<file path="src/pbm_pkg.sv">
// ----------------------------------------------------------------------------
// pbm_pkg
// Shared register indexes, reset values and the item type that travels from
// the transform front end through the queue to the divide and merge back end.
// ----------------------------------------------------------------------------
`default_nettype none

package pbm_pkg;

  localparam int unsigned CfgIdxW = 3;

  localparam logic [CfgIdxW-1:0] CFG_COEF_A   = 3'd0;
  localparam logic [CfgIdxW-1:0] CFG_COEF_B   = 3'd1;
  localparam logic [CfgIdxW-1:0] CFG_COEF_C   = 3'd2;
  localparam logic [CfgIdxW-1:0] CFG_COEF_D   = 3'd3;
  localparam logic [CfgIdxW-1:0] CFG_ORIGIN_X = 3'd4;
  localparam logic [CfgIdxW-1:0] CFG_ORIGIN_Y = 3'd5;

  localparam logic [31:0] COEF_ONE       = 32'h0001_0000;
  localparam logic [31:0] BOX_LOW_RESET  = 32'h7FFF_FFFF;
  localparam logic [31:0] BOX_HIGH_RESET = 32'h8000_0000;

  localparam logic CMD_CLEAR = 1'b1;

  localparam int unsigned QUEUE_DEPTH = 2;

  typedef struct packed {
    logic        cmd;
    logic [63:0] num_x;
    logic [63:0] num_y;
  } item_t;

endpackage

`default_nettype wire

</file>
<file path="src/pbm_queue.sv">
// ----------------------------------------------------------------------------
// pbm_queue
// Small first-in first-out buffer that decouples the front end from the
// divide and merge back end.
// ----------------------------------------------------------------------------
`default_nettype none

module pbm_queue #(
  parameter int unsigned DEPTH = pbm_pkg::QUEUE_DEPTH
) (
  input  wire logic           clk_i,
  input  wire logic           rst_ni,
  input  wire logic           push_i,
  input  wire pbm_pkg::item_t item_i,
  output logic                full_o,
  input  wire logic           pop_i,
  output pbm_pkg::item_t      item_o,
  output logic                avail_o
);

  localparam int unsigned PtrW = $clog2(DEPTH);
  localparam int unsigned CntW = $clog2(DEPTH + 1);
  localparam logic [PtrW-1:0] PtrLast = PtrW'(DEPTH - 1);
  localparam logic [CntW-1:0] CntFull = CntW'(DEPTH);

  pbm_pkg::item_t  mem_q [DEPTH];
  logic [PtrW-1:0] wr_ptr_q, rd_ptr_q;
  logic [CntW-1:0] cnt_q;

  assign full_o  = (cnt_q == CntFull);
  assign avail_o = (cnt_q != '0);
  assign item_o  = mem_q[rd_ptr_q];

  always_ff @(posedge clk_i or negedge rst_ni) begin
    if (!rst_ni) begin
      wr_ptr_q <= '0;
      rd_ptr_q <= '0;
      cnt_q    <= '0;
    end else begin
      if (push_i) begin
        wr_ptr_q <= (wr_ptr_q == PtrLast) ? '0 : wr_ptr_q + 1'b1;
      end
      if (pop_i) begin
        rd_ptr_q <= (rd_ptr_q == PtrLast) ? '0 : rd_ptr_q + 1'b1;
      end
      if (push_i && !pop_i) begin
        cnt_q <= cnt_q + 1'b1;
      end else if (pop_i && !push_i) begin
        cnt_q <= cnt_q - 1'b1;
      end
    end
  end

  always_ff @(posedge clk_i) begin
    if (push_i) begin
      mem_q[wr_ptr_q] <= item_i;
    end
  end

endmodule

`default_nettype wire

</file>
<file path="config.mk">
export PLATFORM = sky130hd
export DESIGN_NAME = pbm_queue
export DESIGN_NICKNAME = d
export VERILOG_FILES = /design/src/pbm_pkg.sv /design/src/pbm_queue.sv
export SDC_FILE = /design/constraint.sdc
export NUM_CORES = 1
export LEC_CHECK = 0
export BUFFER_PORTS_ARGS = -buffer_cell sky130_fd_sc_hd__clkbuf_2
export CAP_MARGIN = 5
export CORE_MARGIN = 4
export CORE_UTILIZATION = 56
export DETAILED_ROUTE_END_ITERATION = 7
export GPL_TIMING_DRIVEN = 0
export PLACE_DENSITY = 0.83
export SYNTH_ARGS = -nofsm -noshare
export SYNTH_HDL_FRONTEND = slang
export SYNTH_SLANG_ARGS = --single-unit
</file>
<file path="constraint.sdc">
create_clock -name clk_i -period 12.3 [get_ports clk_i]
set_clock_uncertainty 0.2 [all_clocks]
set_input_delay 1.845 -clock clk_i [delete_from_list [all_inputs] [get_ports clk_i]]
set_output_delay 1.845 -clock clk_i [all_outputs]
set_load 0.02 [all_outputs]
</file>
==> results.tsv <==
stage	metric	value	unit
run_status	status	finished, final reports clean	
worst_setup_path	FF-to-FF setup slack	10.14	ns
clock_tree	Worst-Skew Late Latency	0.50	ns
min_path	Hold Path End	cnt_q[1]$_DFFE_PN0P_	
global_route	GRT Total Usage	18.7	%
clock_tree	CTS Root Cell	clkbuf_16	
layout	share of post-route cells with drive strength above 1	61.7	%
sta	final hold vios	0	
place	GP Congestion	0.774	
layout	Final Instance Area	12000	um^2
synthesis	Synthesized Nets	551	
place	placed cell area	11200	um^2
detailed_routing	Routed WL per cell	19.2	um
detailed_routing	detailed-route wire length	18200	um
synthesis	Synth Area in Compound Gates	0	%
floorplan	die area	19200	um^2
sta	count of final setup violators	0	
synthesis	Seq/Total Area, Yosys	82.4	%
global_route	largest net degree at the start of global routing	72	
sta	Max Clock Freq	255	MHz
global_route	grt ovf	0	
floorplan	Site Rows	47	
worst_setup_path	FF-to-FF Start	wr_ptr_q$_DFFE_PN0P_	
min_path	worst hold path type	reg -> reg	
layout	Finished Core Util	72.0	%
floorplan	Die Y	138	um
place	dpl hpwl	13000	um
place	Port-buffer cells	263	
synthesis	number of synthesized register bits	262	
synthesis	Synth Area in Adders	0.131	%
power	Leak Pwr	0.00461	uW
worst_setup_path	Crit Path Class	reg -> out	
synthesis	largest family of logic cells by synthesized area	multiplexers	
sta	Rel. slew slack	41.0	%
clock_tree	Sinks on Clock Net	262	
power	share of power burned in registers	42.6	%
floorplan	Core ar.	16600	um^2
floorplan	IO Pins	264	
power	Clock Power Share	23.9	%
floorplan	die width	138	um
detailed_routing	DRC	0	
detailed_routing	TritonRoute pass-1 iters	4	
global_route	global-route wire length before repair	28600	um
global_route	vias in the first global route	5390	
sta	RSZ-0062 raised after global routing	no	
worst_setup_path	element type at the critical path end	output port	
worst_setup_path	Critical Path Source Type	flip-flop	
clock_tree	CTS tree	yes	
floorplan	initial core utilization	57.2	%
worst_setup_path	Crit path required time	10.26	ns
worst_setup_path	worst path arrival time	1.88	ns
worst_setup_path	Max FO, Critical Path	10	
power	cell-internal power	1970	uW
min_path	Hold Path Cell Cnt	1	
power	PwrDens	240	nW/um^2
synthesis	synthesized area	9520	um^2
synthesis	post-synthesis mux area share	15.3	%
worst_setup_path	R2R depth	3	
worst_setup_path	Worst R2R End	mem_q[0][63]$_DFFE_PP_	
clock_tree	Clock Pin Slew Worst Setup and Hold Paths	0.06	ns
sta	Final Critical Period	3.93	ns
layout	ant diodes	0	
clock_tree	Post-CTS Setup Inserts	0	
synthesis	Yosys warnings	0	
synthesis	XOR/XNOR share of the synthesized area	0.460	%
power	sw power	911	uW
synthesis	syn_area_per_cell	22.8	um^2
power	VDD IR max	0.196	mV
sta	worst-margin pin slew	0.883	ns
power	Net Sw Frac	31.7	%
detailed_routing	Vias	4927	
synthesis	post-synth cell types	14	
synthesis	Synth Instances	417	
clock_tree	htree depth	1	
detailed_routing	DRT iter0 DRCs	249	
clock_tree	CTS Buffer Depth	3	
synthesis	simple-gate area share of the yosys netlist	0.302	%
sta	final worst path period share	31.9	%
sta	Setup TNS Final	0	ns
detailed_routing	antenna viol nets, final	0	
detailed_routing	DR vias/cell	5.20	
sta	Final Max Tran Viols	0	
global_route	initial antenna violation count	0	
clock_tree	Post-CTS Hold Buffers	0	
power	Comb pwr share	33.5	%
layout	Area Overhead vs Synth	25.8	%
layout	Net count, final	846	
run	MaxCap Viol Count	0	
min_path	Hold Path Origin	cnt_q[1]$_DFFE_PN0P_	
clock_tree	# resized after CTS	0	
clock_tree	Num CTS Buffers	25	
[cell usage after synthesis]
library cell / count / area share, %
dfrtp_1: 4 / 1.1
buf_2: 3 / 0.16
nor2b_1: 2 / 0.13
and2_1: 1 / 0.066
inv_1: 1 / 0.039
buf_6: 10 / 1.2
ha_1: 1 / 0.13
xor2_1: 4 / 0.37
nor2_1: 1 / 0.039
buf_4: 1 / 0.079
mux2_2: 129 / 15
edfxtp_1: 258 / 81
xnor2_1: 1 / 0.092
or2_2: 1 / 0.066
[worst max-delay path by stage]
| stage | from | end | slack [ns] | cells past startpoint |
|---|---|---|---|---|
| 2_1_floorplan | push_i | mem_q[0][0]$_DFFE_PP_ | 4.03 | 1 |
| 3_3_place_gp | push_i | mem_q[0][37]$_DFFE_PP_ | 1.45 | 2 |
| 3_5_place_dp | push_i | mem_q[0][62]$_DFFE_PP_ | 8.51 | 4 |
| 4_1_cts | rd_ptr_q$_DFFE_PN0P_ | item_o[53] | 8.32 | 4 |
| 5_1_grt | rd_ptr_q$_DFFE_PN0P_ | item_o[56] | 8.27 | 4 |
| 6_report | rd_ptr_q$_DFFE_PN0P_ | item_o[53] | 8.37 | 4 |
[worst max-delay path: stages (launching register included)]
cell      delay (ns)
dfrtp_1         0.38
buf_4           0.27
buf_6           0.19
mux2_2          0.36
clkbuf_2        0.17
[area by class of cell]
type                            instances  area (um^2)
Tap cell                              220          275
Inverter                                1         3.75
Buffer                                 14          135
Timing Repair Buffer                  268         1440
Fill cell                            1011         4660
Sequential cell                       262         7850
Clock buffer                           31          648
Clock inverter                         12         88.8
Multi-Input combinational cell        140         1550
[layer usage]
metal,part of all wire (%),vias up,global-route usage [%]
met2,53,207,33.6
met5,0,-,0
li1,-,2252,-
met3,8.6,38,5.90
met1,36,2430,21.2
met4,2.4,0,5.98
[registers in the layout, summed over array words and instances (netlist names)]
signal / count
mem_q: 258
cnt_q: 2
rd_ptr_q: 1
wr_ptr_q: 1
[metrics by stage]
| stage | total power [uW] | cells | setup WS (ns) | hold WS (ns) |
|---|---|---|---|---|
| after CTS | 2910 | 948 | 8.32 | 0.309 |
| after global routing | 3010 | 948 | 8.27 | 0.332 |
| after floorplan | 1910 | 417 | 4.03 | 0.247 |
| after global placement | 2200 | 900 | 1.45 | 0.269 |
| after detailed placement | 2220 | 905 | 8.51 | 0.298 |
| final | 2880 | 948 | 8.37 | 0.303 |
[cell families (layout without fill, tap and decap cells)]
group	after synthesis	count (layout)
DFF	262	262
muxes	129	129
buffers and inverters	15	326
xor gates and xnor gates	5	5
and+or+nand+nor	5	5
adders and majority gates	1	1
[power groups by stage]
stage	Combinational (uW)	Clock (uW)	Sequential, uW
after floorplan	653	0	1260
after global placement	925	0	1280
after detailed placement	973	0	1250
after CTS	980	702	1230
after global routing	1030	743	1240
final	962	688	1230
[layout by cell type (no fill, tap or decap)]
cell / netlist / layout
clkinvlp_4: 0 / 1
xor2_1: 4 / 4
or2_2: 1 / 1
nor2_1: 1 / 1
nor2b_1: 2 / 1
clkbuf_2: 0 / 263
buf_16: 0 / 3
buf_6: 10 / 10
clkbuf_16: 0 / 25
clkinv_2: 0 / 7
clkinv_4: 0 / 1
bufinv_16: 0 / 1
nor2b_4: 0 / 1
xnor2_1: 1 / 1
buf_4: 1 / 1
buf_2: 3 / 3
edfxtp_1: 258 / 258
ha_1: 1 / 1
mux2_2: 129 / 129
clkbuf_1: 0 / 6
and2_4: 0 / 1
inv_1: 1 / 1
buf_12: 0 / 2
dfrtp_1: 4 / 4
clkinv_1: 0 / 2
Note: power is estimated with default switching activity, not from simulation.
